<file path="config.mk">
export PLATFORM = sky130hd
export DESIGN_NAME = greenhouse_climate_decider_flat
export DESIGN_NICKNAME = d
export VERILOG_FILES = /design/src/rtl/gcd_pkg.sv /design/src/rtl/gcd_stream_if.sv /design/src/rtl/gcd_calib.sv /design/src/rtl/greenhouse_climate_decider.sv /design/src/flat_wrapper.sv
export SDC_FILE = /design/constraint.sdc
export NUM_CORES = 1
export LEC_CHECK = 0
export ABC_AREA = 0
export BUFFER_PORTS_ARGS = -buffer_cell sky130_fd_sc_hd__clkbuf_2
export CAP_MARGIN = 20
export CORE_MARGIN = 3
export CORE_UTILIZATION = 38
export CTS_CLUSTER_DIAMETER = 200
export CTS_CLUSTER_SIZE = 16
export DETAILED_ROUTE_END_ITERATION = 16
export MAX_ROUTING_LAYER = met4
export PLACE_DENSITY_LB_ADDON = 0.3
export SYNTH_ARGS = -nofsm -noshare
export SYNTH_HDL_FRONTEND = slang
export SYNTH_SLANG_ARGS = --single-unit
</file>
<file path="constraint.sdc">
create_clock -name i_clk -period 5.8 [get_ports i_clk]
set_input_delay 1.16 -clock i_clk [delete_from_list [all_inputs] [get_ports i_clk]]
set_output_delay 1.16 -clock i_clk [all_outputs]
set_load 0.02 [all_outputs]
</file>
<file path="src/rtl/gcd_pkg.sv">
// Types and fixed constants of the greenhouse climate decider.
// No dependencies; the calibration, top-level and checker modules import this package.
package gcd_pkg;

    // Field widths
    localparam int TEMP_IN_W  = 12;
    localparam int SOIL_W     = 12;
    localparam int TEMP_W     = 15;
    localparam int LUX_W      = 16;
    localparam int MOIST_W    = 7;
    localparam int PULSE_W    = 16;
    localparam int SHADE_W    = 3;
    localparam int CFG_IDX_W  = 3;
    localparam int CFG_DATA_W = 16;

    // Calibration constants
    localparam int TEMP_GAIN_Q16  = 690749;
    localparam int TEMP_OFFS_Q16  = 1488978;
    localparam int TEMP_MIN       = -4300;
    localparam int TEMP_MAX       = 13200;
    localparam int TEMP_BIAS      = 4300;
    localparam int LUX_GAIN_Q16   = 65438;
    localparam int LUX_ROUND      = 32768;
    localparam int SOIL_DRY       = 3241;
    // floor(2*d/35) == floor(d*100/1750); reciprocal of 35 in Q20
    localparam int SOIL_RCP       = 29960;
    localparam int SOIL_RCP_SHIFT = 20;
    localparam int MOIST_MAX      = 100;
    localparam int MOIST_LOW      = 10;
    localparam int MOIST_HIGH     = 50;

    // Register reset values
    localparam int TEMP_HIGH_RST = 2700;
    localparam int TEMP_LOW_RST  = 2300;
    localparam int LUX_LOW_RST   = 7290;
    localparam int LUX_HIGH_RST  = 8910;
    localparam int IRRIG_MS_RST  = 18610;

    typedef enum logic [CFG_IDX_W-1:0] {
        REG_TEMP_HIGH = 3'd0,
        REG_TEMP_LOW  = 3'd1,
        REG_LUX_LOW   = 3'd2,
        REG_LUX_HIGH  = 3'd3,
        REG_IRRIG_MS  = 3'd4
    } t_cfg_reg;

    typedef enum logic [1:0] {
        SHADE_HOLD  = 2'd0,
        SHADE_OPEN  = 2'd1,
        SHADE_CLOSE = 2'd2
    } t_shade_move;

    typedef struct packed {
        logic signed [TEMP_IN_W-1:0] temp_tenths;
        logic [LUX_W-1:0]            lux_reading;
        logic [SOIL_W-1:0]           soil_adc;
    } t_sample;

    typedef struct packed {
        logic signed [TEMP_W-1:0] avg_temp_centi;
        logic [LUX_W-1:0]         avg_lux;
        logic [MOIST_W-1:0]       avg_moist_pct;
        logic                     cooling_on;
        logic                     irrigate;
        logic [PULSE_W-1:0]       pulse_ms;
        t_shade_move              shade_move;
        logic [SHADE_W-1:0]       shade_position;
        logic                     grow_light_on;
    } t_result;

    // One calibrated sample set; temperature carries a +TEMP_BIAS offset
    typedef struct packed {
        logic [TEMP_W-1:0]  temp_biased;
        logic [LUX_W-1:0]   lux;
        logic [MOIST_W-1:0] moist;
    } t_cal;

endpackage

</file>
<file path="src/rtl/gcd_stream_if.sv">
// Valid/ready stream channel carrying one payload beat.
// Payload type is set per instance; no package dependency.
interface gcd_stream_if #(
    parameter type T = logic
);
    logic valid;
    logic ready;
    T     data;

    modport source (output valid, output data, input ready);
    modport sink   (input valid, input data, output ready);
endinterface

</file>
<file path="src/rtl/gcd_calib.sv">
// Per-sample calibration of temperature, light and soil moisture.
// Depends on gcd_pkg.
module gcd_calib #(
    parameter int SOIL_ADC_BITS = 12
) (
    input  gcd_pkg::t_sample i_sample,
    output gcd_pkg::t_cal    o_cal
);
    import gcd_pkg::*;

    localparam logic [SOIL_W-1:0] SOIL_MASK = SOIL_W'((1 << SOIL_ADC_BITS) - 1);

    logic signed [33:0] temp_prod;
    logic signed [17:0] temp_c;
    logic signed [17:0] temp_sat;
    logic [32:0]        lux_prod;
    logic [SOIL_W-1:0]  soil_m;
    logic [SOIL_W-1:0]  soil_d;
    logic [SOIL_W:0]    soil_y;
    logic [27:0]        soil_prod;
    logic [7:0]         soil_q;

    always_comb begin
        // Q16 gain and offset, floor by arithmetic shift, then saturate
        temp_prod = 34'(i_sample.temp_tenths) * 34'(TEMP_GAIN_Q16) - 34'(TEMP_OFFS_Q16);
        temp_c    = 18'(temp_prod >>> 16);
        if (temp_c < 18'(TEMP_MIN)) begin
            temp_sat = 18'(TEMP_MIN);
        end else if (temp_c > 18'(TEMP_MAX)) begin
            temp_sat = 18'(TEMP_MAX);
        end else begin
            temp_sat = temp_c;
        end
        o_cal.temp_biased = TEMP_W'(temp_sat + 18'(TEMP_BIAS));

        // Round to nearest
        lux_prod  = 33'(i_sample.lux_reading) * 33'(LUX_GAIN_Q16) + 33'(LUX_ROUND);
        o_cal.lux = lux_prod[31:16];

        // Linear map, dry end reads zero, wet end clamps at full scale
        soil_m    = i_sample.soil_adc & SOIL_MASK;
        soil_d    = '0;
        soil_y    = '0;
        soil_prod = '0;
        soil_q    = '0;
        if (soil_m >= SOIL_W'(SOIL_DRY)) begin
            o_cal.moist = '0;
        end else begin
            soil_d    = SOIL_W'(SOIL_DRY) - soil_m;
            soil_y    = {soil_d, 1'b0};
            soil_prod = 28'(soil_y) * 28'(SOIL_RCP);
            soil_q    = 8'(soil_prod >> SOIL_RCP_SHIFT);
            o_cal.moist = (soil_q > 8'(MOIST_MAX)) ? MOIST_W'(MOIST_MAX) : soil_q[MOIST_W-1:0];
        end
    end

endmodule

</file>
<file path="src/rtl/greenhouse_climate_decider.sv">
// Greenhouse climate decider: calibrates sensor sample sets and issues one decision
// per SAMPLES_PER_DECISION sets. Depends on gcd_pkg, gcd_stream_if and gcd_calib.
//
// Each beat on i_sample is one set of raw readings (temperature in 0.1 degC, lux,
// soil converter code). The block calibrates every set, adds it to running sums and,
// on the last set of a group, emits one beat on o_result with the three averages and
// the cooling, irrigation, shade and grow light decisions; the other beats produce
// nothing. The datapath is four register stages (input capture, calibration,
// accumulation, decision/output), so a beat is taken every cycle while the output
// does not stall, and the result beat is offered once the beat closing the group
// has passed the calibration, accumulation and output registers. Apart from reset,
// only the output register slows intake: while it holds a result that o_result has not
// taken, every stage holds and i_sample.ready stays low. Cooling follows hysteresis
// (on above temp_high, off below temp_low, hold in between, with the "above" test
// winning if the limits cross). Irrigation is requested while the exact mean
// moisture lies strictly between 10 and 50 percent. The shade moves one step per
// decision between open (0) and MAX_SHADE_STEPS; in low light at level 0 the grow
// light turns on, and closing the shade turns it off. Registers are written through
// i_cfg_we/i_cfg_idx/i_cfg_data; write them only while no group is in flight.
module greenhouse_climate_decider #(
    parameter int SAMPLES_PER_DECISION = 3,
    parameter int MAX_SHADE_STEPS      = 4,
    parameter int SOIL_ADC_BITS        = 12
) (
    input  logic                             i_clk,
    input  logic                             i_rst_n,
    gcd_stream_if.sink                       i_sample,
    gcd_stream_if.source                     o_result,
    input  logic                             i_cfg_we,
    input  logic [gcd_pkg::CFG_IDX_W-1:0]    i_cfg_idx,
    input  logic [gcd_pkg::CFG_DATA_W-1:0]   i_cfg_data
);
    import gcd_pkg::*;

    localparam int N       = SAMPLES_PER_DECISION;
    localparam int NB      = $clog2(N);
    localparam int CNT_W   = (N > 1) ? NB : 1;
    localparam int TSUM_W  = TEMP_W + NB;
    localparam int LSUM_W  = LUX_W + NB;
    localparam int MSUM_W  = MOIST_W + NB;
    localparam int THR_T_W = TEMP_W + 2 + NB;

    // Divide-by-N through a reciprocal: exact while sum * error < 2**K
    localparam int K_T  = TSUM_W + 3;
    localparam int K_L  = LSUM_W + 3;
    localparam int K_M  = MSUM_W + 3;
    localparam logic [K_T:0] RCP_T = (K_T+1)'(((2 ** K_T) + N - 1) / N);
    localparam logic [K_L:0] RCP_L = (K_L+1)'(((2 ** K_L) + N - 1) / N);
    localparam logic [K_M:0] RCP_M = (K_M+1)'(((2 ** K_M) + N - 1) / N);
    localparam int PT_W = TSUM_W + K_T + 1;
    localparam int PL_W = LSUM_W + K_L + 1;
    localparam int PM_W = MSUM_W + K_M + 1;

    // Thresholds are kept pre-scaled by N (temperature also biased)
    localparam logic signed [THR_T_W-1:0] THR_T_HI_RST = THR_T_W'((TEMP_HIGH_RST + TEMP_BIAS) * N);
    localparam logic signed [THR_T_W-1:0] THR_T_LO_RST = THR_T_W'((TEMP_LOW_RST + TEMP_BIAS) * N);
    localparam logic [LSUM_W-1:0] THR_L_LO_RST = LSUM_W'(LUX_LOW_RST * N);
    localparam logic [LSUM_W-1:0] THR_L_HI_RST = LSUM_W'(LUX_HIGH_RST * N);
    localparam logic [MSUM_W-1:0] MOIST_LO_N   = MSUM_W'(MOIST_LOW * N);
    localparam logic [MSUM_W-1:0] MOIST_HI_N   = MSUM_W'(MOIST_HIGH * N);

    // Pipeline control and payload
    logic               en;
    logic               r_s0_vld;
    t_sample            r_s0_smp;
    t_cal               cal;
    logic               r_s1_vld;
    t_cal               r_s1_cal;
    logic [CNT_W-1:0]   r_cnt;
    logic [TSUM_W-1:0]  r_tsum;
    logic [LSUM_W-1:0]  r_lsum;
    logic [MSUM_W-1:0]  r_msum;
    logic [TSUM_W-1:0]  n_tsum;
    logic [LSUM_W-1:0]  n_lsum;
    logic [MSUM_W-1:0]  n_msum;
    logic               last;
    logic               r_s2_vld;
    logic [TSUM_W-1:0]  r_s2_tsum;
    logic [LSUM_W-1:0]  r_s2_lsum;
    logic [MSUM_W-1:0]  r_s2_msum;
    logic               r_out_vld;
    t_result            r_out;
    t_result            n_out;

    // Decision state
    logic               r_cool;
    logic [SHADE_W-1:0] r_shade;
    logic               r_grow;
    logic               n_cool;
    logic [SHADE_W-1:0] n_shade;
    logic               n_grow;
    t_shade_move        n_move;

    // Configuration
    logic signed [THR_T_W-1:0] r_thr_t_hi;
    logic signed [THR_T_W-1:0] r_thr_t_lo;
    logic [LSUM_W-1:0]         r_thr_l_lo;
    logic [LSUM_W-1:0]         r_thr_l_hi;
    logic [PULSE_W-1:0]        r_irrig_ms;
    logic signed [THR_T_W-1:0] n_thr_t;
    logic [LSUM_W-1:0]         n_thr_l;

    // Averaging and compare datapath
    logic [PT_W-1:0]           t_prod;
    logic [PL_W-1:0]           l_prod;
    logic [PM_W-1:0]           m_prod;
    logic signed [TEMP_W:0]    avg_t_wide;
    logic signed [THR_T_W-1:0] tsum_s;
    logic                      hot;
    logic                      cold;
    logic                      lux_dark;
    logic                      lux_bright;
    logic                      irr;

    // Advance everything whenever the output register is free or being drained
    assign en             = !r_out_vld || o_result.ready;
    assign i_sample.ready = en && i_rst_n;
    assign o_result.valid = r_out_vld;
    assign o_result.data  = r_out;

    gcd_calib #(
        .SOIL_ADC_BITS (SOIL_ADC_BITS)
    ) u_calib (
        .i_sample (r_s0_smp),
        .o_cal    (cal)
    );

    // Accumulation stage
    always_comb begin
        n_tsum = r_tsum + TSUM_W'(r_s1_cal.temp_biased);
        n_lsum = r_lsum + LSUM_W'(r_s1_cal.lux);
        n_msum = r_msum + MSUM_W'(r_s1_cal.moist);
        last   = (r_cnt == CNT_W'(N - 1));
    end

    // Decision stage: averages by reciprocal, decisions on the exact sums
    always_comb begin
        t_prod     = PT_W'(r_s2_tsum) * PT_W'(RCP_T);
        l_prod     = PL_W'(r_s2_lsum) * PL_W'(RCP_L);
        m_prod     = PM_W'(r_s2_msum) * PM_W'(RCP_M);
        avg_t_wide = $signed({1'b0, TEMP_W'(t_prod >> K_T)}) - (TEMP_W+1)'(TEMP_BIAS);

        tsum_s     = $signed(THR_T_W'(r_s2_tsum));
        hot        = tsum_s > r_thr_t_hi;
        cold       = tsum_s < r_thr_t_lo;
        n_cool     = hot ? 1'b1 : (cold ? 1'b0 : r_cool);

        irr        = (r_s2_msum > MOIST_LO_N) && (r_s2_msum < MOIST_HI_N);

        lux_dark   = r_s2_lsum < r_thr_l_lo;
        lux_bright = r_s2_lsum > r_thr_l_hi;
        n_shade    = r_shade;
        n_grow     = r_grow;
        n_move     = SHADE_HOLD;
        if (lux_dark) begin
            if (r_shade != '0) begin
                n_shade = r_shade - 1'b1;
                n_move  = SHADE_OPEN;
            end else begin
                n_grow = 1'b1;
            end
        end else if (lux_bright && (r_shade < SHADE_W'(MAX_SHADE_STEPS))) begin
            n_grow  = 1'b0;
            n_shade = r_shade + 1'b1;
            n_move  = SHADE_CLOSE;
        end

        n_out.avg_temp_centi = TEMP_W'(avg_t_wide);
        n_out.avg_lux        = LUX_W'(l_prod >> K_L);
        n_out.avg_moist_pct  = MOIST_W'(m_prod >> K_M);
        n_out.cooling_on     = n_cool;
        n_out.irrigate       = irr;
        n_out.pulse_ms       = irr ? r_irrig_ms : '0;
        n_out.shade_move     = n_move;
        n_out.shade_position = n_shade;
        n_out.grow_light_on  = n_grow;
    end

    // Control state: stage valids, sample counter, running sums, decision state
    always_ff @(posedge i_clk) begin
        if (!i_rst_n) begin
            r_s0_vld  <= 1'b0;
            r_s1_vld  <= 1'b0;
            r_s2_vld  <= 1'b0;
            r_out_vld <= 1'b0;
            r_cnt     <= '0;
            r_tsum    <= '0;
            r_lsum    <= '0;
            r_msum    <= '0;
            r_cool    <= 1'b0;
            r_shade   <= '0;
            r_grow    <= 1'b0;
        end else if (en) begin
            r_s0_vld  <= i_sample.valid;
            r_s1_vld  <= r_s0_vld;
            r_s2_vld  <= r_s1_vld && last;
            r_out_vld <= r_s2_vld;
            if (r_s1_vld) begin
                if (last) begin
                    // Close the group: hand totals on, restart the sums
                    r_cnt  <= '0;
                    r_tsum <= '0;
                    r_lsum <= '0;
                    r_msum <= '0;
                end else begin
                    r_cnt  <= r_cnt + 1'b1;
                    r_tsum <= n_tsum;
                    r_lsum <= n_lsum;
                    r_msum <= n_msum;
                end
            end
            if (r_s2_vld) begin
                r_cool  <= n_cool;
                r_shade <= n_shade;
                r_grow  <= n_grow;
            end
        end
    end

    // Payload registers: load on advance, hold otherwise
    always_ff @(posedge i_clk) begin
        if (en) begin
            r_s0_smp <= i_sample.data;
            r_s1_cal <= cal;
            if (r_s1_vld && last) begin
                r_s2_tsum <= n_tsum;
                r_s2_lsum <= n_lsum;
                r_s2_msum <= n_msum;
            end
            if (r_s2_vld) begin
                r_out <= n_out;
            end
        end
    end

    // Scale incoming thresholds by N once, at write time
    always_comb begin
        n_thr_t = (THR_T_W'($signed(i_cfg_data[TEMP_W-1:0])) + THR_T_W'(TEMP_BIAS))
                  * THR_T_W'(N);
        n_thr_l = LSUM_W'(i_cfg_data) * LSUM_W'(N);
    end

    always_ff @(posedge i_clk) begin
        if (!i_rst_n) begin
            r_thr_t_hi <= THR_T_HI_RST;
            r_thr_t_lo <= THR_T_LO_RST;
            r_thr_l_lo <= THR_L_LO_RST;
            r_thr_l_hi <= THR_L_HI_RST;
            r_irrig_ms <= PULSE_W'(IRRIG_MS_RST);
        end else if (i_cfg_we) begin
            unique case (i_cfg_idx)
                REG_TEMP_HIGH: r_thr_t_hi <= n_thr_t;
                REG_TEMP_LOW:  r_thr_t_lo <= n_thr_t;
                REG_LUX_LOW:   r_thr_l_lo <= n_thr_l;
                REG_LUX_HIGH:  r_thr_l_hi <= n_thr_l;
                REG_IRRIG_MS:  r_irrig_ms <= i_cfg_data;
                default: begin
                    // Drop writes to unmapped indexes
                end
            endcase
        end
    end

endmodule

</file>
<file path="src/flat_wrapper.sv">
// flat-port wrapper written by rule: the top's interface ports become plain ports
module greenhouse_climate_decider_flat import gcd_pkg::*;
#(
    parameter int SAMPLES_PER_DECISION = 3,
    parameter int MAX_SHADE_STEPS      = 4,
    parameter int SOIL_ADC_BITS        = 12
)
  (i_clk, i_rst_n, i_cfg_we, i_cfg_idx, i_cfg_data, i_sample_valid, i_sample_data, i_sample_ready, o_result_valid, o_result_data, o_result_ready);
  gcd_stream_if i_sample_i ();
  gcd_stream_if o_result_i ();
  input  logic i_clk;
  input  logic i_rst_n;
  input  logic i_cfg_we;
  input  logic [gcd_pkg::CFG_IDX_W-1:0] i_cfg_idx;
  input  logic [gcd_pkg::CFG_DATA_W-1:0] i_cfg_data;
  input wire logic [$bits(i_sample_i.valid)-1:0] i_sample_valid;
  input wire logic [$bits(i_sample_i.data)-1:0] i_sample_data;
  output wire logic [$bits(i_sample_i.ready)-1:0] i_sample_ready;
  output wire logic [$bits(o_result_i.valid)-1:0] o_result_valid;
  output wire logic [$bits(o_result_i.data)-1:0] o_result_data;
  input wire logic [$bits(o_result_i.ready)-1:0] o_result_ready;
  assign i_sample_i.valid = i_sample_valid;
  assign i_sample_i.data = i_sample_data;
  assign i_sample_ready = i_sample_i.ready;
  assign o_result_valid = o_result_i.valid;
  assign o_result_data = o_result_i.data;
  assign o_result_i.ready = o_result_ready;
  greenhouse_climate_decider #(.SAMPLES_PER_DECISION(SAMPLES_PER_DECISION), .MAX_SHADE_STEPS(MAX_SHADE_STEPS), .SOIL_ADC_BITS(SOIL_ADC_BITS)) u_core (.i_clk(i_clk), .i_rst_n(i_rst_n), .i_sample(i_sample_i), .o_result(o_result_i), .i_cfg_we(i_cfg_we), .i_cfg_idx(i_cfg_idx), .i_cfg_data(i_cfg_data));
endmodule
</file>
==> results list <==
- TritonCTS built the clock tree.
- Result of the run: finished clean
- The first detailed-routing pass ran for 4 iterations.
* Number of enable flip-flop cells after synthesis: 1
- Maximum vdd drop: 0.0000750 V
* Max-slew headroom: 46.0%
* Diode insertion count for antenna repair: 0
* Number of top-level pins: 28
* Register area: 591 um^2
- Setup violations remaining at the end of the flow were counted as 0.
- The root buffer cell chosen for the clock tree is clkbuf_8.
* Category of the worst setup path launch point: input port
- Wirelength per Cell: 11.1 um
* Number of clock sinks: 29
* Starting density of the core: 39.7%
* Cell taking the most area after synthesis: dfxtp_1
* PostCTS Resize Cnt: 0
- Count of final hold-check violations: 0
* Buffers added on ports: 26
* Area of the die: 5880 um^2
- Path category of the worst min-delay check: flip-flop to flip-flop
* H-tree levels: 2
- For this block, the initial DRC count from the detailed router was 44.
- From bottom edge to top edge, the die measures 76.7 um.
- # fillers: 483
- The final layout contains 293 nets.
- Detailed routing inserted a total of 1568 vias.
- Based on the critical path, the design can be clocked at up to 0.315 GHz.
* Dominant synthesized flop cell: dfxtp_1
* Instance count of the mapped netlist: 226
- At the pin with the least slew margin, the transition time is 810 ps.
- Commonest cells in the synthesized netlist: nand2_1, dfxtp_1, ha_1, a21oi_1, o21ai_0
- Buffers inserted to repair hold after CTS numbered 0.
* Mapped cell area: 1900 um^2
- Aggregate negative setup slack: 0 ps
* Max Fanout on Critical Path: 33
- Share of layout cells above drive strength 1: 16.4%
- The final layout contains routed wiring with a total length of 3.53 mm.
* Syn_nets: 270
* Share of synthesized registers carrying an async set or reset: 0%
- Synth Register Bits: 29
- Entering global routing, the biggest net connects 34 pins.
- Total DRC errors in the routed layout: 0
- RSZ-0062 raised after global routing: false
- Count of nets left with antenna violations after detail routing: 0
* Number of max-slew violations in the final report: 0
- In the global route stage, overall resource usage came out at 12.5%.
* Crit Path Class: input port to primary output
- The region available for standard cell placement spans 4790 um^2.
- Clock-pin slew was measured on the worst setup and hold paths at 60 ps.
- Counting along the longest clock path gives a buffer depth of 2.
* Count leader, synth: nand2_1
* Count of cell types in the netlist: 46
- Share of the core filled with cells in the final layout: 44.7%
- During synthesis, Yosys emitted a total of 0 warnings.
- The analysis attributes to cell leakage a power of 0.000917 uW.
- Overall die width: 76.7 um
* Worst-skew pair later-pin latency: 270 ps
- Required time of the worst setup path: 4640 ps
- Area share of the leading cell type in the synthesized netlist: 29.5%
- Summing all multi-input logic gate instances after layout gives 1230 um^2.
* Arrival time at the worst endpoint: 2020 ps
* Ranking of synthesized cells by area: dfxtp_1, ha_1, nand2_1
- The number of global-route vias before repair is 1395.
- Across the run, the number of max-cap violations was 0.
- After floorplanning, the core was divided into 25 placement rows.
- Syn Area/Cell: 8.40 um^2
- First-pass GRT wire length: 6.00 mm
- Sequential cells were found to cover 31.1% of the synthesized design area.
* Remaining global-route overflow: 0
* Via count normalized by instance count: 4.95
- Number of buffers created by CTS: 5
- Routability-driven placement finished with a final weighted congestion of 0.875.
- Antenna violations before repair: 0
* Setup crit end kind: primary output
- Dividing total power by cell area gives a power density of 216 nW/um^2.
- Clock skew on the completed layout was measured at 1.73 ps.
* Area Growth Syn to Fin: 12.7%
- Estimated wirelength of the detail-placed design: 2.71 mm
* Post-route fraction of the period consumed by the critical path: 54.8%
* Buffer count from post-CTS setup fixing: 0
- Counting I/O delays and the setup requirement, the final critical path takes 3180 ps.
==> critical path, cell delays in order <==
cell and delay (ps):
clkbuf_2 470, and2_1 220, clkbuf_2 160
==> final timing paths <==
kind	startpoint	endpoint	slack (ps)	cells after the start
min	u_core.r_thr_l_lo[4]	u_core.r_thr_l_lo[4]	460	2
max reg2reg	u_core.r_thr_l_lo[2]	u_core.r_shade[2]	3170	5
max	i_rst_n	i_sample_ready	2620	3
min reg2reg	u_core.r_thr_l_lo[4]	u_core.r_thr_l_lo[4]	460	2
==> power by group <==
| group | switching (uW) | total (uW) | leakage [uW] | internal, uW |
|---|---|---|---|---|
| Clock | 68.6 | 153 | 0.0000395 | 84.9 |
| Combinational | 54.8 | 101 | 0.000645 | 46.4 |
| Sequential | 2.86 | 208 | 0.000233 | 206 |
| Total | 126 | 463 | 0.000917 | 337 |
==> per-layer routing <==
metal	wire length (um)	track usage [%]
met1	1830	17.2
met5	0	-
met2	1530	17.8
met4	33	3.80
met3	131	3.52
==> sequential cells by signal, indices dropped and copies added (netlist names) <==
signal and flops:
u_core.r_thr_l_lo 18, u_core.r_shade 3, u_core.r_cnt 2, u_core.o_result.data 1
u_core.o_result.valid 1, u_core.r_grow 1, u_core.r_s0_vld 1, u_core.r_s1_vld 1
u_core.r_s2_vld 1
==> per-stage QoR <==
step / setup WS [ps] / cell area [um^2] / total power, uW / instances / hold slack (ps)
after floorplan: 3070 / 1900 / 290 / 226 / 439
after global placement: 2630 / 2060 / 314 / 309 / 452
after detailed placement: 2630 / 2060 / 314 / 309 / 455
after CTS: 2630 / 2140 / 472 / 317 / 463
after global routing: 2580 / 2140 / 492 / 317 / 497
final: 2620 / 2140 / 463 / 317 / 463
==> placed cells by master (no fill, tap or decap), types with 2 or more instances in the layout <==
master     n
a21oi_1   16
nor4_1     3
xnor2_1    5
clkbuf_8   5
nand2b_1   7
nor2b_1    5
a21o_1     6
nor2_1     9
a21boi_1   2
clkbuf_2  26
o22ai_1    2
xor2_1     7
nand2_1   32
dfxtp_1   28
o21ai_0   10
nor3_1     3
o31ai_1    2
a31oi_1    2
and2_1     4
nand3_1    9
a21boi_0   7
a211o_1    2
o21a_1     3
fa_1       2
inv_1      6
o211ai_1   8
ha_1      17
clkbuf_1   3
==> logic make-up after synthesis <==
group / count (synthesis) / synth area share (%)
AO/OA/AOI/OAI: 69 / 24.5
XOR/XNOR: 12 / 5.54
buffers and inverters: 16 / 3.96
adder cells (fa/ha/maj): 19 / 13.3
AND/OR/NAND/NOR: 81 / 21.6
flip-flops: 29 / 31.1
==> cell type report <==
type / instances / area share, %
multi-input cells: 181 / 57.6
flip-flops and latches: 29 / 27.6
repair buffers: 26 / 6.08
inverters: 6 / 1.05
well taps: 67 / 3.92
clock buffers: 8 / 3.74
Note: power is estimated with default switching activity, not from simulation.
